`src/rtl/prr_pkg.sv`:
```
package prr_pkg;

  localparam int unsigned DEF_WINDOW = 32;

  localparam int unsigned SEQ_W  = 32;
  localparam int unsigned LEN_W  = 16;
  localparam int unsigned HND_W  = 16;
  localparam int unsigned KIND_W = 2;
  localparam int unsigned ENTRY_W = LEN_W + HND_W;

  localparam logic FUNC_DATA = 1'b0;
  localparam logic FUNC_END  = 1'b1;

  localparam logic [KIND_W-1:0] KIND_DELIVER = 2'd0;
  localparam logic [KIND_W-1:0] KIND_ACK     = 2'd1;
  localparam logic [KIND_W-1:0] KIND_END_ACK = 2'd2;

  // "eeee"
  localparam logic [SEQ_W-1:0] END_ACK_SEQ = 32'h6565_6565;

  typedef enum logic [2:0] {
    S_IDLE,
    S_STORE,
    S_RD,
    S_DLV,
    S_END
  } state_e;

endpackage

```
`src/rtl/prr_if.sv`:
```
interface prr_pkt_if;
  logic                       valid;
  logic                       ready;
  logic                       func;
  logic [prr_pkg::SEQ_W-1:0]  seq;
  logic [prr_pkg::LEN_W-1:0]  length;
  logic [prr_pkg::HND_W-1:0]  handle;

  modport source (output valid, func, seq, length, handle, input ready);
  modport sink   (input valid, func, seq, length, handle, output ready);
endinterface

interface prr_res_if;
  logic                        valid;
  logic                        ready;
  logic [prr_pkg::KIND_W-1:0]  kind;
  logic [prr_pkg::SEQ_W-1:0]   out_seq;
  logic [prr_pkg::LEN_W-1:0]   out_length;
  logic [prr_pkg::HND_W-1:0]   out_handle;
  logic                        last;

  modport source (output valid, kind, out_seq, out_length, out_handle, last, input ready);
  modport sink   (input valid, kind, out_seq, out_length, out_handle, last, output ready);
endinterface

```
`src/rtl/prr_slot_ram.sv`:
```
module prr_slot_ram #(
  parameter int unsigned DEPTH = prr_pkg::DEF_WINDOW,
  parameter int unsigned WIDTH = prr_pkg::ENTRY_W,
  localparam int unsigned AW = (DEPTH > 1) ? $clog2(DEPTH) : 1
) (
  input  logic             clk_i,
  input  logic             we_i,
  input  logic [AW-1:0]    waddr_i,
  input  logic [WIDTH-1:0] wdata_i,
  input  logic             re_i,
  input  logic [AW-1:0]    raddr_i,
  output logic [WIDTH-1:0] rdata_o
);

  logic [WIDTH-1:0] mem [DEPTH];
  logic [WIDTH-1:0] rdata_q;

  always_ff @(posedge clk_i) begin
    if (we_i) begin
      mem[waddr_i] <= wdata_i;
    end
  end

  always_ff @(posedge clk_i) begin
    if (re_i) begin
      rdata_q <= mem[raddr_i];
    end
  end

  assign rdata_o = rdata_q;

endmodule

```
`src/rtl/packet_reorder_receiver.sv`:
```
// Selective-repeat receive reorder buffer. A data word whose seq lies in
// [expected, expected + WINDOW) modulo 2^32 is parked in a slot RAM unless
// its slot is already full; anything else is dropped. The block then emits
// every in-order stored packet (kind deliver) and closes with a cumulative
// ack (kind ack, last set) carrying the next expected seq. An end word gives
// a single end ack and empties the buffer. Payload bytes stay outside; only
// length and buffer handle are kept. One packet is handled at a time: a data
// word is stored (or dropped) after acceptance, then each delivery is a read
// of the slot RAM followed by the output load, and the ack enters the output
// register last. An end word loads its end ack directly. Output backpressure
// stalls each output load. No clearing pass is needed after reset; slot valid
// bits live in flops.
module packet_reorder_receiver #(
  parameter int unsigned WINDOW = prr_pkg::DEF_WINDOW
) (
  input  logic            clk_i,
  input  logic            rst_ni,
  prr_pkt_if.sink         pkt_i,
  prr_res_if.source       res_o
);

  localparam int unsigned IdxW = (WINDOW > 1) ? $clog2(WINDOW) : 1;

  prr_pkg::state_e state_q, state_d;

  logic [prr_pkg::SEQ_W-1:0] expected_q;
  logic [IdxW-1:0]           head_q;
  logic [WINDOW-1:0]         slot_valid_q;

  logic [prr_pkg::SEQ_W-1:0] seq_q;
  logic [prr_pkg::LEN_W-1:0] len_q;
  logic [prr_pkg::HND_W-1:0] hnd_q;

  logic                       out_valid_q;
  logic [prr_pkg::KIND_W-1:0] out_kind_q, out_kind_d;
  logic [prr_pkg::SEQ_W-1:0]  out_seq_q, out_seq_d;
  logic [prr_pkg::LEN_W-1:0]  out_len_q, out_len_d;
  logic [prr_pkg::HND_W-1:0]  out_hnd_q, out_hnd_d;
  logic                       out_last_q, out_last_d;

  logic [prr_pkg::SEQ_W-1:0]   off;
  logic                        in_win;
  logic [IdxW:0]               idx_sum;
  logic [IdxW-1:0]             store_idx;
  logic [IdxW-1:0]             head_nxt;
  logic [prr_pkg::ENTRY_W-1:0] rdata;

  logic in_ready, accept, out_free, out_load;
  logic ram_we, ram_re, dlv_step, clr;

  // window position
  assign off     = seq_q - expected_q;
  assign in_win  = off < prr_pkg::SEQ_W'(WINDOW);
  assign idx_sum = {1'b0, head_q} + {1'b0, off[IdxW-1:0]};
  assign store_idx = (idx_sum >= (IdxW+1)'(WINDOW)) ?
                     IdxW'(idx_sum - (IdxW+1)'(WINDOW)) : idx_sum[IdxW-1:0];
  assign head_nxt = (head_q == IdxW'(WINDOW - 1)) ? '0 : head_q + 1'b1;

  assign accept   = pkt_i.valid && in_ready;
  assign out_free = !out_valid_q || res_o.ready;

  prr_slot_ram #(
    .DEPTH (WINDOW),
    .WIDTH (prr_pkg::ENTRY_W)
  ) u_slot_ram (
    .clk_i   (clk_i),
    .we_i    (ram_we),
    .waddr_i (store_idx),
    .wdata_i ({len_q, hnd_q}),
    .re_i    (ram_re),
    .raddr_i (head_q),
    .rdata_o (rdata)
  );

  always_comb begin
    state_d    = state_q;
    in_ready   = 1'b0;
    ram_we     = 1'b0;
    ram_re     = 1'b0;
    out_load   = 1'b0;
    dlv_step   = 1'b0;
    clr        = 1'b0;
    out_kind_d = prr_pkg::KIND_ACK;
    out_seq_d  = expected_q;
    out_len_d  = '0;
    out_hnd_d  = '0;
    out_last_d = 1'b1;
    case (state_q)
      prr_pkg::S_IDLE: begin
        in_ready = 1'b1;
        if (pkt_i.valid) begin
          state_d = (pkt_i.func == prr_pkg::FUNC_END) ? prr_pkg::S_END : prr_pkg::S_STORE;
        end
      end
      prr_pkg::S_STORE: begin
        ram_we  = in_win && !slot_valid_q[store_idx];
        state_d = prr_pkg::S_RD;
      end
      prr_pkg::S_RD: begin
        if (slot_valid_q[head_q]) begin
          ram_re  = 1'b1;
          state_d = prr_pkg::S_DLV;
        end else if (out_free) begin
          out_load = 1'b1;
          state_d  = prr_pkg::S_IDLE;
        end
      end
      prr_pkg::S_DLV: begin
        out_kind_d = prr_pkg::KIND_DELIVER;
        out_len_d  = rdata[prr_pkg::ENTRY_W-1:prr_pkg::HND_W];
        out_hnd_d  = rdata[prr_pkg::HND_W-1:0];
        out_last_d = 1'b0;
        if (out_free) begin
          out_load = 1'b1;
          dlv_step = 1'b1;
          state_d  = prr_pkg::S_RD;
        end
      end
      prr_pkg::S_END: begin
        out_kind_d = prr_pkg::KIND_END_ACK;
        out_seq_d  = prr_pkg::END_ACK_SEQ;
        if (out_free) begin
          out_load = 1'b1;
          clr      = 1'b1;
          state_d  = prr_pkg::S_IDLE;
        end
      end
      default: begin
        state_d = prr_pkg::S_IDLE;
      end
    endcase
  end

  always_ff @(posedge clk_i or negedge rst_ni) begin
    if (!rst_ni) begin
      state_q <= prr_pkg::S_IDLE;
    end else begin
      state_q <= state_d;
    end
  end

  always_ff @(posedge clk_i or negedge rst_ni) begin
    if (!rst_ni) begin
      expected_q   <= '0;
      head_q       <= '0;
      slot_valid_q <= '0;
    end else if (clr) begin
      expected_q   <= '0;
      head_q       <= '0;
      slot_valid_q <= '0;
    end else begin
      if (ram_we) begin
        slot_valid_q[store_idx] <= 1'b1;
      end
      if (dlv_step) begin
        slot_valid_q[head_q] <= 1'b0;
        expected_q           <= expected_q + 1'b1;
        head_q               <= head_nxt;
      end
    end
  end

  always_ff @(posedge clk_i) begin
    if (accept) begin
      seq_q <= pkt_i.seq;
      len_q <= pkt_i.length;
      hnd_q <= pkt_i.handle;
    end
  end

  always_ff @(posedge clk_i or negedge rst_ni) begin
    if (!rst_ni) begin
      out_valid_q <= 1'b0;
    end else if (out_load) begin
      out_valid_q <= 1'b1;
    end else if (res_o.ready) begin
      out_valid_q <= 1'b0;
    end
  end

  always_ff @(posedge clk_i) begin
    if (out_load) begin
      out_kind_q <= out_kind_d;
      out_seq_q  <= out_seq_d;
      out_len_q  <= out_len_d;
      out_hnd_q  <= out_hnd_d;
      out_last_q <= out_last_d;
    end
  end

  assign pkt_i.ready      = in_ready;
  assign res_o.valid      = out_valid_q;
  assign res_o.kind       = out_kind_q;
  assign res_o.out_seq    = out_seq_q;
  assign res_o.out_length = out_len_q;
  assign res_o.out_handle = out_hnd_q;
  assign res_o.last       = out_last_q;

  a_head_range: assert property (@(posedge clk_i) disable iff (!rst_ni)
    head_q <= IdxW'(WINDOW - 1))
    else $error("head pointer out of range");

  a_idle_drained: assert property (@(posedge clk_i) disable iff (!rst_ni)
    state_q == prr_pkg::S_IDLE |-> !slot_valid_q[head_q])
    else $error("idle with an in-order slot still pending");

  a_dlv_valid: assert property (@(posedge clk_i) disable iff (!rst_ni)
    state_q == prr_pkg::S_DLV |-> slot_valid_q[head_q])
    else $error("delivering from an empty slot");

  a_end_clears: assert property (@(posedge clk_i) disable iff (!rst_ni)
    clr |=> (slot_valid_q == '0 && expected_q == '0 && head_q == '0))
    else $error("end of transfer did not clear the buffer");

  a_last_is_ack: assert property (@(posedge clk_i) disable iff (!rst_ni)
    out_valid_q |-> (out_last_q == (out_kind_q != prr_pkg::KIND_DELIVER)))
    else $error("last flag does not match word kind");

endmodule
```
`src/flat_wrapper.sv`:
```
// flat-port wrapper written by rule: the top's interface ports become plain ports
module packet_reorder_receiver_flat 
#(
  parameter int unsigned WINDOW = prr_pkg::DEF_WINDOW
)
  (clk_i, rst_ni, pkt_i_valid, pkt_i_func, pkt_i_seq, pkt_i_length, pkt_i_handle, pkt_i_ready, res_o_valid, res_o_kind, res_o_out_seq, res_o_out_length, res_o_out_handle, res_o_last, res_o_ready);
  prr_pkt_if pkt_i_i ();
  prr_res_if res_o_i ();
  input  logic clk_i;
  input  logic rst_ni;
  input wire logic [$bits(pkt_i_i.valid)-1:0] pkt_i_valid;
  input wire logic [$bits(pkt_i_i.func)-1:0] pkt_i_func;
  input wire logic [$bits(pkt_i_i.seq)-1:0] pkt_i_seq;
  input wire logic [$bits(pkt_i_i.length)-1:0] pkt_i_length;
  input wire logic [$bits(pkt_i_i.handle)-1:0] pkt_i_handle;
  output wire logic [$bits(pkt_i_i.ready)-1:0] pkt_i_ready;
  output wire logic [$bits(res_o_i.valid)-1:0] res_o_valid;
  output wire logic [$bits(res_o_i.kind)-1:0] res_o_kind;
  output wire logic [$bits(res_o_i.out_seq)-1:0] res_o_out_seq;
  output wire logic [$bits(res_o_i.out_length)-1:0] res_o_out_length;
  output wire logic [$bits(res_o_i.out_handle)-1:0] res_o_out_handle;
  output wire logic [$bits(res_o_i.last)-1:0] res_o_last;
  input wire logic [$bits(res_o_i.ready)-1:0] res_o_ready;
  assign pkt_i_i.valid = pkt_i_valid;
  assign pkt_i_i.func = pkt_i_func;
  assign pkt_i_i.seq = pkt_i_seq;
  assign pkt_i_i.length = pkt_i_length;
  assign pkt_i_i.handle = pkt_i_handle;
  assign pkt_i_ready = pkt_i_i.ready;
  assign res_o_valid = res_o_i.valid;
  assign res_o_kind = res_o_i.kind;
  assign res_o_out_seq = res_o_i.out_seq;
  assign res_o_out_length = res_o_i.out_length;
  assign res_o_out_handle = res_o_i.out_handle;
  assign res_o_last = res_o_i.last;
  assign res_o_i.ready = res_o_ready;
  packet_reorder_receiver #(.WINDOW(WINDOW)) u_core (.clk_i(clk_i), .rst_ni(rst_ni), .pkt_i(pkt_i_i), .res_o(res_o_i));
endmodule
```
`config.mk`:
```
export PLATFORM = sky130hd
export DESIGN_NAME = packet_reorder_receiver_flat
export DESIGN_NICKNAME = d
export VERILOG_FILES = /design/src/rtl/prr_pkg.sv /design/src/rtl/prr_if.sv /design/src/rtl/prr_slot_ram.sv /design/src/rtl/packet_reorder_receiver.sv /design/src/flat_wrapper.sv
export SDC_FILE = /design/constraint.sdc
export NUM_CORES = 1
export LEC_CHECK = 0
export BUFFER_PORTS_ARGS = -buffer_cell sky130_fd_sc_hd__buf_2
export CELL_PAD_IN_SITES_DETAIL_PLACEMENT = 0
export CELL_PAD_IN_SITES_GLOBAL_PLACEMENT = 2
export CORE_MARGIN = 8
export CORE_UTILIZATION = 52
export CTS_CLUSTER_DIAMETER = 60
export DETAILED_ROUTE_END_ITERATION = 10
export PLACE_DENSITY = 0.85
export SYNTH_ARGS = -nofsm -noshare
export SYNTH_HDL_FRONTEND = slang
export SYNTH_SLANG_ARGS = --single-unit
```
`constraint.sdc`:
```
create_clock -name clk_i -period 11.7 [get_ports clk_i]
set_input_delay 0 -clock clk_i [delete_from_list [all_inputs] [get_ports clk_i]]
set_output_delay 0 -clock clk_i [all_outputs]
set_load 0.05 [all_outputs]
```
==> results of run 1 <==
[path summary, 6_finish.rpt]
check	start	to	slack, ns	cells past startpoint
setup / recovery	u_core.expected_q[0]$_DFFE_PN0P_	u_core.u_slot_ram.mem[21][22]$_DFFE_PP_	6.13	15
hold reg to reg	u_core.u_slot_ram.rdata_o[5]$_DFFE_PP_	u_core.res_o.out_handle[5]$_SDFFCE_PP0P_	0.52	1
setup reg to reg	u_core.expected_q[0]$_DFFE_PN0P_	u_core.u_slot_ram.mem[21][22]$_DFFE_PP_	6.13	15
hold / removal	rst_ni	u_core.state_q[0]$_DFFE_PN0P_	-0.02	2
max in group asynchronous	rst_ni	u_core.head_q[2]$_DFFE_PN0P_	10.91	2
min in group clk_i	pkt_i_seq[10]	u_core.seq_q[10]$_DFFE_PP_	0.04	2
[cells by family (layout without fill, tap and decap cells)]
logic type      count (synthesis)  count (layout)  synth area share, %
mux                           343             343                 13.4
compound gates                340             340                 4.93
simple gates                  474             474                 5.16
flops                        1260            1260                 73.0
xor+xnor                       48              48                0.846
fa+ha+maj                      43              43                 1.08
buf+inv                       206             642                 1.60
[per-layer routing]
layer	wire (µm)	up-vias	track usage (%)	share of wire, %
li1	-	11800	-	-
met1	53900	14800	34.2	39
met2	66900	1470	40.7	48
met3	12100	272	5.06	8.7
met4	6120	6	10.7	4.4
met5	40	-	0	0.029
[power groups by stage]
stage          Sequential [mW]  Combinational [mW]  Clock, mW
6_report                  5.57                4.87       4.04
2_1_floorplan             6.03                2.70          0
3_5_place_dp              5.66                4.81          0
3_3_place_gp              5.66                4.75          0
4_1_cts                   5.57                4.88       4.10
5_1_grt                   5.59                5.11       4.26
[layout by cell type (no fill, tap or decap), drive strengths merged, types with 6 or more instances in the layout]
master,count
o211ai,19
edfxtp,1187
nand2b,6
and2,43
nor2,128
mux2,34
a211oi,27
dfrtp,73
nand3,82
a21oi,43
mux4,272
xor2,8
nand4,19
nor3,57
clkinv,54
a31oi,6
xnor2,39
nor3b,6
dlygate4sd3,132
clkbuf,166
a22oi,66
or2,20
mux2i,37
nor4,15
and4,7
bufinv,6
a21o,16
o21a,40
o2111ai,37
ha,41
nor2b,9
buf,227
nand2,56
inv,54
a311oi,18
and3,11
o21ai,29
[flip-flops by register name (all words and copies together) (netlist names), 2 cells and up]
signal	count
u_core.len_q	16
u_core.head_q	5
u_core.hnd_q	16
u_core.state_q	3
u_core.res_o.out_handle	16
u_core.slot_valid_q	32
u_core.u_slot_ram.rdata_o	32
u_core.res_o.kind	2
u_core.expected_q	32
u_core.u_slot_ram.mem	1024
u_core.res_o.out_seq	32
u_core.res_o.out_length	16
u_core.seq_q	32
[area by class of cell]
cell class                 count  area [µm²]
clock inverter                70         733
sequential                  1260       37500
fill                        6949       38600
timing repair buffer         359        2690
inverter                      47         176
tap                         1287        1610
multi-input combinational   1248       13300
clock buffer                 166        3470
==> flow_metrics.py, run 1 <==
metrics = {
    "outcome": {
        "outcome": "complete, but fails checks",
        "violations": "hold timing",
    },
    "timing": {
        "setup_ws_ns": 6.13,
        "drv_slew": 0,
        "hold_viol_final": 2,
        "max_freq_ghz": 0.179,
        "holdWs_ns": -0.0220,
        "max_slew.worst_pin.slew_ns": 1.10,
        "tns_ns": 0,
        "grt_setup_unrepaired": "false",
        "period_share_pct": 47.6,
        "slew_headroom_pct": 26.1,
        "skew_ns": 0.0531,
        "setup_violations": 0,
        "min_period_ns": 5.57,
    },
    "critical_path": {
        "startpoint_type": "register",
        "max_stage_delay_ns": 0.55,
        "crit_slowest_cell": "or4b_4",
        "path_cells": "ha_1 -> inv_1 -> fa_1 -> fa_1 -> a21o_1 -> a21oi_1 -> xnor3_1 -> mux2i_1 -> nor2_1 -> or4b_4 -> nor4_4 -> nand4_4 -> buf_4 -> nor3_4 -> buf_4",
        "crit_arrival_ns": 5.95,
        "worstPathRequired_ns": 12.07,
        "crit_buf_inv": 3,
        "critPathTopFamily": "simple AND/OR/NAND/NOR gates",
        "cp_max_fo": 32,
        "path_class": "reg -> reg",
        "worstSetupEndpointType": "register",
    },
    "routing": {
        "first_pass_iters": 6,
        "wire_per_inst_um": 31.3,
        "via_per_inst": 6.38,
        "drc": 0,
        "routed_wl_um": 139000,
        "drt_iter0_drc": 3362,
        "vias": 28300,
        "ant_nets": 0,
    },
    "global_route": {
        "grt-ovfl-total": 0,
        "grt_max_degree": 74,
        "globalRouteTotalUtil_pct": 25.4,
        "antenna_found_initial": 8,
        "grt_pass1_wl_um": 198000,
        "grt_pass1_vias": 28100,
    },
    "finish": {
        "postLayoutCellArea_um2": 59500,
        "finalNetCount": 3161,
        "postLayoutCoreUtil_pct": 60.6,
        "instances_no_fill": 4437,
        "area_growth_pct": 15.9,
        "drive_gt1_share_pct": 25.6,
        "antenna_cells": 0,
    },
    "clocking": {
        "htreeDepth": 4,
        "cts_tree": "yes",
        "cts-hold-fix-buffers": 132,
        "insertion_delay_ns": 0.77,
        "ctsResizeCount": 0,
        "cts-root-buf": "clkbuf_16",
        "cts_max_path_buffers": 3,
        "post_cts_buffers": 0,
        "clkTransAtPathRegs_ns": 0.06,
        "clock-sinks": 1260,
        "cts_buffers": 133,
    },
    "pwr": {
        "combPwrFrac_pct": 33.6,
        "pwr_density_cell_nw_per_um2": 244,
        "clkPwrFrac_pct": 27.9,
        "total_leakage_power_nw": 19.5,
        "intPower_mw": 9.26,
        "ir_drop_mv": 0.184,
        "swShare_pct": 36.1,
        "pwr-share-seq_pct": 38.5,
        "p_switching_mw": 5.23,
        "power_mw": 14.5,
    },
    "worst_hold_path": {
        "hp-class": "in -> async",
    },
    "floorplanning": {
        "core_um2": 98100,
        "fp-row-count": 115,
        "start_util_pct": 52.3,
        "die_area_um2": 109000,
        "dieWidth_um": 330,
        "io_pins": 138,
        "die_h_um": 330,
    },
    "synth": {
        "synth_nets": 2826,
        "synth_area_leader_cell": "edfxtp_1",
        "synth_area_um2": 51300,
        "yosysWarningCount": 0,
        "yosysUniqueCellTypes": 80,
        "yosys-top-cells-count": "1187 x edfxtp_1, 272 x mux4_2, 128 x nor2_1",
        "synth_edf_count": 1187,
        "yosysMostFrequentCell": "edfxtp_1",
        "ys_seq_area_share_pct": 73.0,
        "synthTopCellsByArea": "edfxtp_1 69%, mux4_2 12%, dfrtp_1 3.6%",
        "synthFlopType": "edfxtp_1",
        "yosysTopAreaCellShare_pct": 69.4,
        "synthesis.instances": 2714,
        "ys_ff_latch": 1260,
        "async_reset_ff_share_pct": 5.79,
        "syn_area_per_cell_um2": 18.9,
    },
    "place": {
        "post-dp-hpwl_um": 85700,
        "portBuffers": 137,
        "gp_congestion": 0.920,
        "place_ws_ns": 6.20,
        "dp.cells": 4069,
        "place_area_um2": 54000,
    },
    "run": {
        "maxCapViolCount": 0,
    },
}
(Power assumes the default switching activity.)
==> run 2: changes to the inputs <==
- CORE_UTILIZATION: 52 -> 44
- PLACE_DENSITY: 0.85 -> 0.77
- clock period: 11.7 -> 4.65 ns (I/O delays scaled with it)
==> flow_metrics.py, run 2 (synthesis results as in run 1) <==
metrics = {
    "timing": {
        "tns_ns": 0,
        "slew_headroom_pct": 18.3,
        "max_freq_ghz": 0.219,
        "setup_violations": 0,
        "setup_ws_ns": 0.0785,
        "min_period_ns": 4.57,
        "grt_setup_unrepaired": "true",
        "drv_slew": 0,
        "skew_ns": 0.0563,
        "period_share_pct": 98.3,
        "hold_viol_final": 0,
        "max_slew.worst_pin.slew_ns": 1.23,
    },
    "global_route": {
        "grt-ovfl-total": 0,
        "grt_max_degree": 162,
        "globalRouteTotalUtil_pct": 21.2,
        "antenna_found_initial": 4,
        "grt_pass1_vias": 28800,
        "grt_pass1_wl_um": 199000,
    },
    "finish": {
        "postLayoutCoreUtil_pct": 52.9,
        "antenna_cells": 0,
        "multiInputGateArea_um2": 13400,
        "mostFrequentLayoutCells": "1187 x edfxtp_1, 272 x mux4_2, 147 x clkbuf_16, 136 x buf_2, 132 x buf_4",
        "finalNetCount": 3256,
        "largest_reg_flops": 1024,
        "area_growth_pct": 19.4,
        "regMostFlops": "u_core.u_slot_ram.mem",
        "fillers": 8967,
        "seq_area_um2": 37500,
        "drive_gt1_share_pct": 28.3,
        "mostFrequentLayoutCell": "edfxtp_1",
    },
    "pwr": {
        "pwr_density_cell_nw_per_um2": 605,
        "p_switching_mw": 12.8,
        "combPwrFrac_pct": 34.1,
        "swShare_pct": 34.6,
        "intPower_mw": 24.2,
        "pwr-share-seq_pct": 37.3,
        "clkPwrFrac_pct": 28.6,
        "total_leakage_power_nw": 20.3,
        "ir_drop_mv": 0.460,
    },
    "critical_path": {
        "worstSetupEndpointType": "register",
        "worstReg2RegEnd": "u_core.u_slot_ram.mem[11][13]$_DFFE_PP_",
        "r2r_cells": 15,
        "path_class": "reg -> reg",
        "r2r_slack_ns": 0.08,
        "worstPathRequired_ns": 5.10,
        "crit_arrival_ns": 5.02,
        "critPathLaunch": "u_core.expected_q[0]$_DFFE_PN0P_",
        "startpoint_type": "register",
        "path_cells": "ha_4 -> inv_2 -> fa_2 -> fa_2 -> mux4_2 -> mux2i_1 -> nor2_1 -> or4b_4 -> nor4_4 -> nand4_4 -> buf_8 -> clkbuf_16 -> nor3_4 -> buf_6 -> clkbuf_16",
        "timing.rr.start": "u_core.expected_q[0]$_DFFE_PN0P_",
        "crit_slowest_cell": "fa_2",
        "max_stage_delay_ns": 0.66,
        "cp_max_fo": 8,
        "crit_end": "u_core.u_slot_ram.mem[11][13]$_DFFE_PP_",
    },
    "worst_hold_path": {
        "hp-class": "in -> reg",
    },
    "floorplanning": {
        "io_pins": 138,
        "die_h_um": 358,
        "core_um2": 116000,
        "start_util_pct": 44.3,
        "dieWidth_um": 358,
        "die_area_um2": 128000,
        "fp-row-count": 125,
    },
    "routing": {
        "via_per_inst": 5.90,
        "wire_per_inst_um": 28.8,
        "first_pass_iters": 6,
        "routed_wl_um": 137000,
        "ant_nets": 0,
        "drc": 0,
        "drt_iter0_drc": 2927,
        "vias": 28100,
    },
    "place": {
        "post-dp-hpwl_um": 86800,
        "portBuffers": 137,
        "gp_congestion": 0.862,
        "place_ws_ns": 0.0327,
    },
    "clocking": {
        "cts_max_path_buffers": 3,
        "cts-root-buf": "clkbuf_16",
        "insertion_delay_ns": 0.75,
        "cts_buffers": 138,
        "clock-sinks": 1260,
        "htreeDepth": 4,
        "clkTransAtPathRegs_ns": 0.05,
        "cts_tree": "yes",
    },
    "outcome": {
        "outcome": "completed",
    },
    "run": {
        "maxCapViolCount": 0,
    },
}
-- run 2: cell types whose count changed in the layout (fill, tap and decap cells not counted), moves of 4 or more --
| cell | previous run | this run |
|---|---|---|
| buf_6 | 0 | 4 |
| clkbuf_1 | 31 | 24 |
| buf_4 | 91 | 132 |
| clkinv_1 | 26 | 22 |
| clkbuf_16 | 133 | 147 |
| clkinv_2 | 15 | 23 |
| buf_12 | 0 | 39 |
-- run 2: how the worst min path moves through the flow --
stage / slack [ns] / depth (start not counted) / end / startpoint
6_report: 0.05 / 2 / u_core.seq_q[30]$_DFFE_PP_ / pkt_i_seq[30]
3_5_place_dp: -0.17 / 1 / u_core.expected_q[26]$_DFFE_PN0P_ / rst_ni
5_1_grt: 0.04 / 2 / u_core.seq_q[30]$_DFFE_PP_ / pkt_i_seq[30]
2_1_floorplan: -0.30 / 0 / u_core.expected_q[0]$_DFFE_PN0P_ / rst_ni
4_1_cts: 0.02 / 2 / u_core.seq_q[30]$_DFFE_PP_ / pkt_i_seq[30]
3_3_place_gp: -0.17 / 1 / u_core.expected_q[31]$_DFFE_PN0P_ / rst_ni
-- run 2: through the flow --
step | area (µm²) | hold slack (ns) | std cells | total power [mW]
after floorplan | 51600 | -0.296 | 2714 | 22.0
after global placement | 55300 | -0.170 | 4375 | 26.4
after detailed placement | 55300 | -0.169 | 4375 | 26.6
after CTS | 61000 | 0.0178 | 4747 | 37.3
after global routing | 61300 | 0.0415 | 4769 | 38.5
final | 61300 | 0.0497 | 4769 | 37.1
-- run 2: routing by layer --
layer	GRT usage (%)	share of wire (%)
met1	27.2	39
met2	36.9	52
met3	3.51	6.4
met4	6.50	2.6
met5	0	0.0095
-- run 2: repair_timing --
action                     in CTS  in global routing
setup endpoints to repair       0                989
resized for setup               0                 14
buffers inserted                0                 15
hold endpoints to repair      141                  0
hold buffers                  131                  0
-- run 2: critical path: cells and delay by family (launching register included) --
family	cells	cell delay [ns]
and+or+nand+nor	5	1.32
muxes	2	0.49
adders and majority gates	3	1.28
DFF	1	0.40
buffers and inverters	5	0.77
-- run 2: cell type report --
cell class / count / share of cell area (%)
timing repair buffer: 449 / 6.49
inverter: 47 / 0.288
clock inverter: 70 / 1.11
tap: 1524 / 3.11
sequential: 1260 / 61.2
clock buffer: 171 / 6.06
multi-input combinational: 1248 / 21.8
-- run 2: power by group through the flow --
stage | Sequential [mW] | Clock, mW | Combinational, mW
floorplan | 15.1 | 0 | 6.92
global placement | 14.0 | 0 | 12.4
detailed placement | 14.0 | 0 | 12.5
CTS | 13.8 | 10.8 | 12.7
global route | 13.9 | 11.2 | 13.4
finish | 13.8 | 10.6 | 12.6
